**config.mk**
```make
export PLATFORM = sky130hd
export DESIGN_NAME = low_current_full_charge_detector_core
export DESIGN_NICKNAME = d
export VERILOG_FILES = /design/src/hdl/lcfcd_pkg.sv /design/src/hdl/lcfcd_ram.sv /design/src/hdl/lcfcd_cmp.sv /design/src/hdl/lcfcd_seq.sv /design/src/hdl/low_current_full_charge_detector_core.sv
export SDC_FILE = /design/constraint.sdc
export NUM_CORES = 1
export LEC_CHECK = 0
export ABC_AREA = 1
export BUFFER_PORTS_ARGS = -buffer_cell sky130_fd_sc_hd__buf_2
export CORE_UTILIZATION = 45
export DETAILED_ROUTE_END_ITERATION = 16
export SLEW_MARGIN = 30
export SYNTH_ARGS = -nofsm -noshare
export SYNTH_HDL_FRONTEND = slang
export SYNTH_SLANG_ARGS = --single-unit
```
**constraint.sdc**
```tcl
create_clock -name clk -period 15.4 [get_ports clk]
set_clock_uncertainty 0.2 [all_clocks]
set_input_delay 0 -clock clk [delete_from_list [all_inputs] [get_ports clk]]
set_output_delay 0 -clock clk [all_outputs]
set_load 0.1 [all_outputs]
```
**src/hdl/lcfcd_pkg.sv**
```systemverilog
// Package for the low-current full-charge detector.
// Holds sizing constants, codes and shared structs; no dependencies.
package lcfcd_pkg;

  localparam int NUM_REGIONS      = 6;
  localparam int PAIRS_PER_REGION = 6;
  localparam int PAIR_SLOTS       = NUM_REGIONS * PAIRS_PER_REGION;

  localparam int REGION_W    = $clog2(NUM_REGIONS + 1);
  localparam int RIDX_W      = (NUM_REGIONS > 1) ? $clog2(NUM_REGIONS) : 1;
  localparam int THR_IDX_W   = $clog2(NUM_REGIONS + 1);
  localparam int PAIR_CNT_W  = $clog2(PAIRS_PER_REGION + 1);
  localparam int PAIR_ADDR_W = (PAIR_SLOTS > 1) ? $clog2(PAIR_SLOTS) : 1;

  localparam int ACTION_W  = 3;
  localparam int TEMP_W    = 12;
  localparam int VOLT_W    = 16;
  localparam int CURR_W    = 16;
  localparam int FIELD3_W  = 3;
  localparam int LIMIT_W   = 4;
  localparam int CMP_W     = 17;
  localparam int PAIR_W    = CURR_W + VOLT_W;

  localparam int IN_TDATA_W  = 56;
  localparam int OUT_TDATA_W = 8;

  localparam logic [LIMIT_W-1:0] DEBOUNCE_RESET = 4'd2;
  localparam logic [LIMIT_W-1:0] HIT_RESET      = 4'd6;
  localparam logic [LIMIT_W-1:0] COUNT_MAX      = 4'hF;

  typedef enum logic [ACTION_W-1:0] {
    ACT_SAMPLE    = 3'd0,
    ACT_START     = 3'd1,
    ACT_WR_THRESH = 3'd2,
    ACT_WR_PAIR   = 3'd3,
    ACT_WR_COUNT  = 3'd4
  } action_t;

  typedef enum logic {
    REG_DEBOUNCE = 1'b0,
    REG_HIT      = 1'b1
  } reg_idx_t;

  typedef enum logic [2:0] {
    S_IDLE,
    S_EXEC,
    S_REGION,
    S_DECIDE,
    S_PAIR,
    S_DONE
  } state_t;

  typedef struct packed {
    logic [ACTION_W-1:0]      action;
    logic signed [TEMP_W-1:0] temperature;
    logic [VOLT_W-1:0]        cell_voltage;
    logic signed [CURR_W-1:0] cell_current;
    logic [FIELD3_W-1:0]      table_region;
    logic [FIELD3_W-1:0]      table_slot;
    logic [FIELD3_W-1:0]      pair_count;
  } item_t;

  typedef struct packed {
    logic                full_flag;
    logic                status_code;
    logic [FIELD3_W-1:0] region_in_use;
  } result_t;

  typedef struct packed {
    logic [LIMIT_W-1:0] region_debounce_limit;
    logic [LIMIT_W-1:0] full_hit_limit;
  } cfg_t;

endpackage

```
**src/hdl/lcfcd_ram.sv**
```systemverilog
// Generic single-write, single-read RAM with registered read data.
// No dependencies.
module lcfcd_ram #(
  parameter int WIDTH = 32,
  parameter int DEPTH = 36
) (
  input  logic                     clk,
  input  logic                     we,
  input  logic [$clog2(DEPTH)-1:0] waddr,
  input  logic [WIDTH-1:0]         wdata,
  input  logic                     re,
  input  logic [$clog2(DEPTH)-1:0] raddr,
  output logic [WIDTH-1:0]         rdata
);

  logic [WIDTH-1:0] mem [DEPTH];

  always_ff @(posedge clk) begin
    if (we) begin
      mem[waddr] <= wdata;
    end
    if (re) begin
      rdata <= mem[raddr];
    end
  end

endmodule

```
**src/hdl/lcfcd_cmp.sv**
```systemverilog
// Shared two-lane signed less-or-equal comparator.
// Depends on lcfcd_pkg.
module lcfcd_cmp (
  input  logic signed [lcfcd_pkg::CMP_W-1:0] a0,
  input  logic signed [lcfcd_pkg::CMP_W-1:0] b0,
  input  logic signed [lcfcd_pkg::CMP_W-1:0] a1,
  input  logic signed [lcfcd_pkg::CMP_W-1:0] b1,
  output logic [1:0]                         le
);

  assign le[0] = (a0 <= b0);
  assign le[1] = (a1 <= b1);

endmodule

```
**src/hdl/lcfcd_seq.sv**
```systemverilog
// Sequencer and datapath: stores, threshold walk, debounce and pair walk.
// Depends on lcfcd_pkg, lcfcd_cmp and lcfcd_ram.
module lcfcd_seq (
  input  logic               clk,
  input  logic               rst_n,
  input  lcfcd_pkg::cfg_t    cfg,
  input  logic               item_valid,
  input  lcfcd_pkg::item_t   item,
  output logic               item_ready,
  output logic               res_valid,
  output lcfcd_pkg::result_t res,
  input  logic               res_ready
);

  lcfcd_pkg::state_t state_r, state_nxt;
  lcfcd_pkg::item_t  item_r;

  logic signed [lcfcd_pkg::TEMP_W-1:0] thr_r [lcfcd_pkg::NUM_REGIONS+1];
  logic [lcfcd_pkg::FIELD3_W-1:0]      pc_r  [lcfcd_pkg::NUM_REGIONS];

  logic [lcfcd_pkg::REGION_W-1:0]    last_r, sreg_r, found_reg_r;
  logic [lcfcd_pkg::LIMIT_W-1:0]     mc_r, hc_r;
  logic [lcfcd_pkg::THR_IDX_W-1:0]   k_r;
  logic                              found_r, prev_ge_r;
  logic [lcfcd_pkg::PAIR_CNT_W-1:0]  j_r, n_r;
  logic [lcfcd_pkg::PAIR_ADDR_W-1:0] base_r;
  logic                              rd_v_r, rd_last_r, hit_r;
  lcfcd_pkg::result_t                res_r;

  logic signed [lcfcd_pkg::CMP_W-1:0] a0, b0, a1, b1;
  logic [1:0]                         le;
  logic                               issue;
  logic                               ram_we;
  logic [lcfcd_pkg::PAIR_ADDR_W-1:0]  ram_waddr, ram_raddr;
  logic [lcfcd_pkg::PAIR_W-1:0]       ram_rdata;
  logic signed [lcfcd_pkg::CURR_W-1:0] clim;
  logic [lcfcd_pkg::VOLT_W-1:0]        vlim;

  logic [lcfcd_pkg::LIMIT_W-1:0]     mc_inc;
  logic [lcfcd_pkg::REGION_W-1:0]    sreg_new;
  logic                              adopt, mismatch;
  logic [lcfcd_pkg::FIELD3_W-1:0]    pc_sel;
  logic [lcfcd_pkg::PAIR_CNT_W-1:0]  n_new;
  logic                              hit_now, hit_fin;
  logic [lcfcd_pkg::LIMIT_W:0]       hc_inc;

  assign clim = ram_rdata[lcfcd_pkg::PAIR_W-1:lcfcd_pkg::VOLT_W];
  assign vlim = ram_rdata[lcfcd_pkg::VOLT_W-1:0];

  lcfcd_cmp u_cmp (
    .a0 (a0),
    .b0 (b0),
    .a1 (a1),
    .b1 (b1),
    .le (le)
  );

  lcfcd_ram #(
    .WIDTH (lcfcd_pkg::PAIR_W),
    .DEPTH (lcfcd_pkg::PAIR_SLOTS)
  ) u_pair_ram (
    .clk   (clk),
    .we    (ram_we),
    .waddr (ram_waddr),
    .wdata ({item_r.cell_current, item_r.cell_voltage}),
    .re    (issue),
    .raddr (ram_raddr),
    .rdata (ram_rdata)
  );

  always_comb begin
    if (state_r == lcfcd_pkg::S_PAIR) begin
      a0 = lcfcd_pkg::CMP_W'(item_r.cell_current);
      b0 = lcfcd_pkg::CMP_W'(clim);
      a1 = $signed({1'b0, vlim});
      b1 = $signed({1'b0, item_r.cell_voltage});
    end else begin
      a0 = lcfcd_pkg::CMP_W'(thr_r[k_r]);
      b0 = lcfcd_pkg::CMP_W'(item_r.temperature);
      a1 = '0;
      b1 = '0;
    end
  end

  always_comb begin
    mismatch = (found_reg_r != last_r);
    mc_inc   = (mc_r != lcfcd_pkg::COUNT_MAX) ? mc_r + 1'b1 : mc_r;
    adopt    = mismatch && (mc_inc >= cfg.region_debounce_limit);
    sreg_new = adopt ? found_reg_r : sreg_r;
    pc_sel   = pc_r[sreg_new[lcfcd_pkg::RIDX_W-1:0]];
    if (32'(pc_sel) > lcfcd_pkg::PAIRS_PER_REGION) begin
      n_new = lcfcd_pkg::PAIR_CNT_W'(lcfcd_pkg::PAIRS_PER_REGION);
    end else begin
      n_new = lcfcd_pkg::PAIR_CNT_W'(pc_sel);
    end
    hit_now = le[0] && le[1];
    hit_fin = hit_r || hit_now;
    hc_inc  = {1'b0, hc_r} + 1'b1;
  end

  always_comb begin
    state_nxt = state_r;
    case (state_r)
      lcfcd_pkg::S_IDLE: begin
        if (item_valid) begin
          state_nxt = lcfcd_pkg::S_EXEC;
        end
      end
      lcfcd_pkg::S_EXEC: begin
        if (item_r.action inside {lcfcd_pkg::ACT_SAMPLE, lcfcd_pkg::ACT_START}) begin
          state_nxt = lcfcd_pkg::S_REGION;
        end else begin
          state_nxt = lcfcd_pkg::S_DONE;
        end
      end
      lcfcd_pkg::S_REGION: begin
        if (32'(k_r) == lcfcd_pkg::NUM_REGIONS) begin
          state_nxt = lcfcd_pkg::S_DECIDE;
        end
      end
      lcfcd_pkg::S_DECIDE: begin
        if (item_r.action == lcfcd_pkg::ACT_SAMPLE &&
            32'(sreg_new) < lcfcd_pkg::NUM_REGIONS && n_new != '0) begin
          state_nxt = lcfcd_pkg::S_PAIR;
        end else begin
          state_nxt = lcfcd_pkg::S_DONE;
        end
      end
      lcfcd_pkg::S_PAIR: begin
        if (rd_v_r && rd_last_r) begin
          state_nxt = lcfcd_pkg::S_DONE;
        end
      end
      lcfcd_pkg::S_DONE: begin
        if (res_ready) begin
          state_nxt = lcfcd_pkg::S_IDLE;
        end
      end
      default: state_nxt = lcfcd_pkg::S_IDLE;
    endcase
  end

  always_comb begin
    item_ready = (state_r == lcfcd_pkg::S_IDLE);
    res_valid  = (state_r == lcfcd_pkg::S_DONE);
    issue      = (state_r == lcfcd_pkg::S_PAIR) && (j_r < n_r);
    ram_raddr  = base_r + lcfcd_pkg::PAIR_ADDR_W'(j_r);
    ram_waddr  = lcfcd_pkg::PAIR_ADDR_W'(item_r.table_region * lcfcd_pkg::PAIRS_PER_REGION
                                         + item_r.table_slot);
    ram_we     = (state_r == lcfcd_pkg::S_EXEC) &&
                 (item_r.action == lcfcd_pkg::ACT_WR_PAIR) &&
                 (32'(item_r.table_region) < lcfcd_pkg::NUM_REGIONS) &&
                 (32'(item_r.table_slot) < lcfcd_pkg::PAIRS_PER_REGION);
  end

  assign res = res_r;

  always_ff @(posedge clk) begin
    if (!rst_n) begin
      state_r <= lcfcd_pkg::S_IDLE;
      last_r  <= lcfcd_pkg::REGION_W'(lcfcd_pkg::NUM_REGIONS);
      sreg_r  <= lcfcd_pkg::REGION_W'(lcfcd_pkg::NUM_REGIONS);
      mc_r    <= '0;
      hc_r    <= '0;
      rd_v_r  <= 1'b0;
      for (int i = 0; i < lcfcd_pkg::NUM_REGIONS; i++) begin
        pc_r[i] <= '0;
      end
    end else begin
      state_r <= state_nxt;
      rd_v_r  <= issue;
      case (state_r)
        lcfcd_pkg::S_IDLE: begin
          if (item_valid) begin
            item_r <= item;
          end
        end
        lcfcd_pkg::S_EXEC: begin
          k_r         <= '0;
          found_r     <= 1'b0;
          prev_ge_r   <= 1'b0;
          found_reg_r <= lcfcd_pkg::REGION_W'(lcfcd_pkg::NUM_REGIONS);
          res_r.full_flag     <= 1'b0;
          res_r.status_code   <= 1'b0;
          res_r.region_in_use <= lcfcd_pkg::FIELD3_W'(sreg_r);
          case (item_r.action)
            lcfcd_pkg::ACT_WR_THRESH: begin
              if (32'(item_r.table_slot) <= lcfcd_pkg::NUM_REGIONS) begin
                thr_r[lcfcd_pkg::THR_IDX_W'(item_r.table_slot)] <= item_r.temperature;
              end
            end
            lcfcd_pkg::ACT_WR_COUNT: begin
              if (32'(item_r.table_region) < lcfcd_pkg::NUM_REGIONS) begin
                pc_r[lcfcd_pkg::RIDX_W'(item_r.table_region)] <= item_r.pair_count;
              end
            end
            default: ;
          endcase
        end
        lcfcd_pkg::S_REGION: begin
          prev_ge_r <= le[0];
          k_r       <= k_r + 1'b1;
          if (k_r != '0 && !found_r && prev_ge_r && !le[0]) begin
            found_r     <= 1'b1;
            found_reg_r <= lcfcd_pkg::REGION_W'(k_r - 1'b1);
          end
        end
        lcfcd_pkg::S_DECIDE: begin
          j_r    <= '0;
          n_r    <= n_new;
          hit_r  <= 1'b0;
          base_r <= lcfcd_pkg::PAIR_ADDR_W'(sreg_new * lcfcd_pkg::PAIRS_PER_REGION);
          if (item_r.action == lcfcd_pkg::ACT_START) begin
            sreg_r <= found_reg_r;
            hc_r   <= '0;
            res_r.region_in_use <= lcfcd_pkg::FIELD3_W'(found_reg_r);
          end else begin
            if (mismatch) begin
              mc_r <= adopt ? '0 : mc_inc;
            end
            if (adopt) begin
              last_r <= found_reg_r;
              sreg_r <= found_reg_r;
            end
            res_r.region_in_use <= lcfcd_pkg::FIELD3_W'(sreg_new);
            if (32'(sreg_new) >= lcfcd_pkg::NUM_REGIONS) begin
              res_r.status_code <= 1'b1;
            end else if (n_new == '0) begin
              hc_r <= '0;
            end
          end
        end
        lcfcd_pkg::S_PAIR: begin
          if (issue) begin
            j_r <= j_r + 1'b1;
          end
          rd_last_r <= (j_r == n_r - 1'b1);
          if (rd_v_r) begin
            hit_r <= hit_fin;
            if (rd_last_r) begin
              if (!hit_fin) begin
                hc_r <= '0;
              end else if (hc_inc > {1'b0, cfg.full_hit_limit}) begin
                hc_r            <= '0;
                res_r.full_flag <= 1'b1;
              end else begin
                hc_r <= hc_inc[lcfcd_pkg::LIMIT_W-1:0];
              end
            end
          end
        end
        default: ;
      endcase
    end
  end

endmodule

```
**src/hdl/low_current_full_charge_detector_core.sv**
```systemverilog
// Top level of the low-current full-charge detector: stream ports, APB registers
// and output register. Depends on lcfcd_pkg and lcfcd_seq.

// Each request carries one action: a sample, a start, or a write to the threshold,
// termination pair or pair count tables. One request is in work at a time and
// in_tready stays low until its result has been handed to the output register.
// A table write is stored and then passed on as a result. A start and a sample walk
// the thresholds, one threshold per cycle through the shared comparator; a sample
// then reads the pair RAM once per termination pair of the adopted region (at most
// 6). A sample in an invalid region, or in a region without pairs, skips the pair
// reads. A waiting result does not block the next request from starting. Registers:
// 0x0 region debounce limit, 0x4 full hit limit, both 4 bits.
module low_current_full_charge_detector_core (
  input  logic                               clk,
  input  logic                               rst_n,
  input  logic                               in_tvalid,
  output logic                               in_tready,
  // temperature, cell_voltage, cell_current, table_region, table_slot, pair_count
  input  logic [lcfcd_pkg::IN_TDATA_W-1:0]   in_tdata,
  // action
  input  logic [lcfcd_pkg::ACTION_W-1:0]     in_tuser,
  output logic                               out_tvalid,
  input  logic                               out_tready,
  // full_flag, status_code, region_in_use
  output logic [lcfcd_pkg::OUT_TDATA_W-1:0]  out_tdata,
  input  logic                               cfg_psel,
  input  logic                               cfg_penable,
  input  logic                               cfg_pwrite,
  input  logic [2:0]                         cfg_paddr,
  input  logic [31:0]                        cfg_pwdata,
  output logic [31:0]                        cfg_prdata,
  output logic                               cfg_pready
);

  lcfcd_pkg::cfg_t    cfg_r;
  lcfcd_pkg::item_t   item;
  lcfcd_pkg::result_t res;
  logic               res_valid, res_ready;
  logic               out_valid_r;
  lcfcd_pkg::result_t out_r;
  logic               cfg_wr;
  lcfcd_pkg::reg_idx_t cfg_idx;

  assign cfg_pready = 1'b1;
  assign cfg_wr     = cfg_psel && cfg_penable && cfg_pwrite;
  assign cfg_idx    = lcfcd_pkg::reg_idx_t'(cfg_paddr[2]);

  always_ff @(posedge clk) begin
    if (!rst_n) begin
      cfg_r.region_debounce_limit <= lcfcd_pkg::DEBOUNCE_RESET;
      cfg_r.full_hit_limit        <= lcfcd_pkg::HIT_RESET;
    end else if (cfg_wr) begin
      case (cfg_idx)
        lcfcd_pkg::REG_DEBOUNCE: cfg_r.region_debounce_limit <= cfg_pwdata[3:0];
        lcfcd_pkg::REG_HIT:      cfg_r.full_hit_limit        <= cfg_pwdata[3:0];
        default: ;
      endcase
    end
  end

  always_comb begin
    case (cfg_idx)
      lcfcd_pkg::REG_DEBOUNCE: cfg_prdata = {28'd0, cfg_r.region_debounce_limit};
      lcfcd_pkg::REG_HIT:      cfg_prdata = {28'd0, cfg_r.full_hit_limit};
      default:                 cfg_prdata = '0;
    endcase
  end

  always_comb begin
    item.action       = in_tuser;
    item.temperature  = in_tdata[11:0];
    item.cell_voltage = in_tdata[27:12];
    item.cell_current = in_tdata[43:28];
    item.table_region = in_tdata[46:44];
    item.table_slot   = in_tdata[49:47];
    item.pair_count   = in_tdata[52:50];
  end

  lcfcd_seq u_seq (
    .clk        (clk),
    .rst_n      (rst_n),
    .cfg        (cfg_r),
    .item_valid (in_tvalid),
    .item       (item),
    .item_ready (in_tready),
    .res_valid  (res_valid),
    .res        (res),
    .res_ready  (res_ready)
  );

  assign res_ready = !out_valid_r || out_tready;

  always_ff @(posedge clk) begin
    if (!rst_n) begin
      out_valid_r <= 1'b0;
    end else if (res_ready) begin
      out_valid_r <= res_valid;
    end
  end

  always_ff @(posedge clk) begin
    if (res_ready && res_valid) begin
      out_r <= res;
    end
  end

  assign out_tvalid = out_valid_r;
  assign out_tdata  = {3'd0, out_r.region_in_use, out_r.status_code, out_r.full_flag};

`ifndef SYNTHESIS
  a_one_in_work: assert property (@(posedge clk) disable iff (!rst_n)
    in_tvalid && in_tready |=> !in_tready)
    else $error("request accepted while another is in work");

  a_full_needs_region: assert property (@(posedge clk) disable iff (!rst_n)
    out_tvalid |-> !(out_tdata[0] && out_tdata[1]))
    else $error("full flagged in an invalid region");

  a_invalid_code: assert property (@(posedge clk) disable iff (!rst_n)
    out_tvalid && out_tdata[1] |-> out_tdata[4:2] == 3'(lcfcd_pkg::NUM_REGIONS))
    else $error("invalid status with a valid region code");
`endif

endmodule

```
==> impl_results.md <==
* Outcome: finished clean
* Via/cell ratio at 5.810
* Post-CTS setup-driven buffer insertion count at 0
* Max Cap Viol at 0
* Met1 usage at 0.3298
* Number of flops mapped to enable cells by yosys at 1379
* Syn avg cell area at 13.98 µm²
* Cell taking the most area after synthesis: edfxtp_1
* Final Hold Viols at 0
* Post-synth top area share at 0.7263
* Layout fillers at around 10000
* Root Buffer: clkbuf_16
* Top cells by area, synth: edfxtp_1 (73%), nor2_1 (4.2%), mux2i_1 (3.6%)
* Clock slew at reported path FFs at 70 ps
* Setup crit start kind: flip-flop
* Ys flop type: edfxtp_1
* Antenna viol nets, final at 0
* Die H at approximately 360 µm
* Worst setup margin at 9233 ps
* Max-slew headroom at 0.2687
* GR Util met3 at 0.03547
* Vias at approximately 35000
* Skew-Pair Late Insertion Delay at ~760 ps
* Area of the core at 125600 µm²
* First-pass GRT wire length at 218800 µm
* Reg area at 42010 µm²
* Initial antenna violation count at 7
* Number of global-route vias before repair at ~33000
* H-tree depth at 4
* Grt total ovfl at 0
* Asr flop ratio synth at 0
* WP data arrival at around 6400 ps
* CTS tree: done
* CP required at 15620 ps
* Drt first pass iters at 5
* Cell variety after synth at 43
* RSZ-0062 raised after global routing: false
* Min-delay worst type: primary input to flip-flop
* Area of the multi-input gates at 13680 µm²
* WL final at approximately 150000 µm
* Gpl congestion at 0.8287
* Dpl ws at 9473 ps
* TritonCTS Sinks at 1409
* Largest fanout on the critical path at about 150
* Period utilization at 0.4005
* Initial DRC Count at about 4000
* Cell Area, Synth at 57010 µm²
* Fraction of the yosys area taken by sequential cells at 0.7369
* Initial core utilization at 0.4540
* Worst-margin pin slew at 1097 ps
* Die ar. at 128100 µm²
* I/O pin cnt at 144
* Rows at 130
* Fmax at 162.1 MHz
* Post-CTS resize count at 0
* WHS at 69.22 ps
* Area growth syn-to-layout at 14.88%
* Clock Path Buffers at 3
* Die width at 357.9 µm
* TritonCTS Buffers at 143
* Gr busiest metal: met2
* DP HPWL at 78660 µm
* Mapped Cells at around 4100
* Residual DRC count at 0
* Total Routing Usage GR at 0.2327
* Setup crit end kind: flip-flop
* GRT met2 Usage at 0.3651
* Port Buffers at 78
* # hold bufs at CTS at 136
* Synthesized flop and latch total at 1409
* WS Path Type: flip-flop to flip-flop
* Min Tclk post-route at 6167 ps
* Final core utilization at 0.5216
* Setup TNS at 0 ps
* Slew Viols, Final at 0
* Leak at 22.02 nW
* Worst VDD drop at 0.09577 mV
* Ys Warns at 0
* DR WL/cell at 24.78 µm
* Layout cell share with drive strength beyond 1 at 0.1023
* Power density over cell area at 135.6 nW/µm²
* Largest net degree at the start of global routing at 212
* Placed cells at 5657
* Final std cells w/o fill at ~6100
* Final #Nets at about 4500
* Final Setup Violations at 0
[Yosys cell counts, types with 14 or more instances]
library cell / number
o211ai_1: 70
dfxtp_1: 30
nand4_1: 14
inv_1: 148
buf_2: 46
o32ai_1: 91
o21ai_0: 388
nor2_1: 639
nand3_1: 232
mux2i_1: 203
nand2_1: 181
ha_1: 61
buf_4: 32
edfxtp_1: 1379
a21oi_1: 57
o221ai_1: 194
o22ai_1: 16
clkbuf_1: 196
nor3_1: 19
[sequential cells by signal (all words and copies together), names as in the netlist, 3 cells and up, named ones only]
name	count
cfg_r	8
out_tdata	5
u_seq.base_r	5
u_seq.found_reg_r	3
u_seq.hc_r	4
u_seq.item_r	56
u_seq.j_r	3
u_seq.k_r	3
u_seq.last_r	3
u_seq.mc_r	4
u_seq.n_r	3
u_seq.pc_r	24
u_seq.res	5
u_seq.sreg_r	3
u_seq.state_r	3
u_seq.thr_r	84
u_seq.u_pair_ram.mem	1152
u_seq.u_pair_ram.rdata	32
[logic make-up after synthesis]
family / share of synthesized area
xor gates and xnor gates: 0.002304
adders and majority gates: 0.01479
and+or+nand+nor: 0.08127
AOI/OAI and AO/OA: 0.09711
buffers and inverters: 0.03189
muxes: 0.03564
other: 0.0001317
DFF: 0.7369
[worst max-delay path, cell delays in order (launching register included)]
cell,delay [ps]
edfxtp_1,320
buf_4,700
buf_4,790
buf_4,790
buf_12,490
buf_12,390
buf_16,500
mux2i_1,270
o221ai_1,130
nand3_1,140
nand3_1,120
nand3_1,160
o21ai_0,240
[through the flow]
step	cell area, µm²	power [mW]
after global routing	65490	9.181
after detailed placement	59650	5.610
after CTS	65400	8.913
final	65490	8.883
after floorplan	57120	5.226
after global placement	59400	5.583
[final cells by class]
class | count | share of cell area
diodes | 3 | 0.0001146
well taps | 1650 | 0.03152
repair buffers | 321 | 0.04186
inverters | 155 | 0.009132
flip-flops and latches | 1409 | 0.6414
clock inverters | 73 | 0.008253
clock buffers | 179 | 0.05880
multi-input cells | 2263 | 0.2089
[power by group]
| group | switching [mW] | internal, mW |
|---|---|---|
| registers | 0.0682 | 4.34 |
| clock network | 1.43 | 1.88 |
| logic | 0.818 | 0.343 |
[final timing paths]
check	start	end	slack, ps	cells past startpoint
hold / removal	rst_n	u_seq.sreg_r[2]	70	3
hold reg to reg	u_seq.res[4]	out_tdata[0]	220	0
setup / recovery	u_seq.j_r[0]	u_seq.u_pair_ram.rdata[29]	9230	12
setup reg to reg	u_seq.j_r[0]	u_seq.u_pair_ram.rdata[29]	9230	12
[metal layers]
| layer | wire [µm] | share of wire |
|---|---|---|
| met5 | 0 | 0 |
| met4 | 4837 | 0.032 |
| met3 | 11560 | 0.077 |
| met2 | 69840 | 0.47 |
| met1 | 63760 | 0.43 |
[layout by cell type (no fill, tap or decap), drive strengths merged, types with 136 or more instances in the layout]
master,Yosys,layout
edfxtp,1379,1379
nor2,639,639
o21ai,392,392
nand3,236,236
mux2i,203,203
o221ai,194,194
nand2,189,189
buf,86,185
clkbuf,196,179
inv,152,156
dlygate4sd3,0,136
No activity file was read; power rests on OpenSTA's default activity.
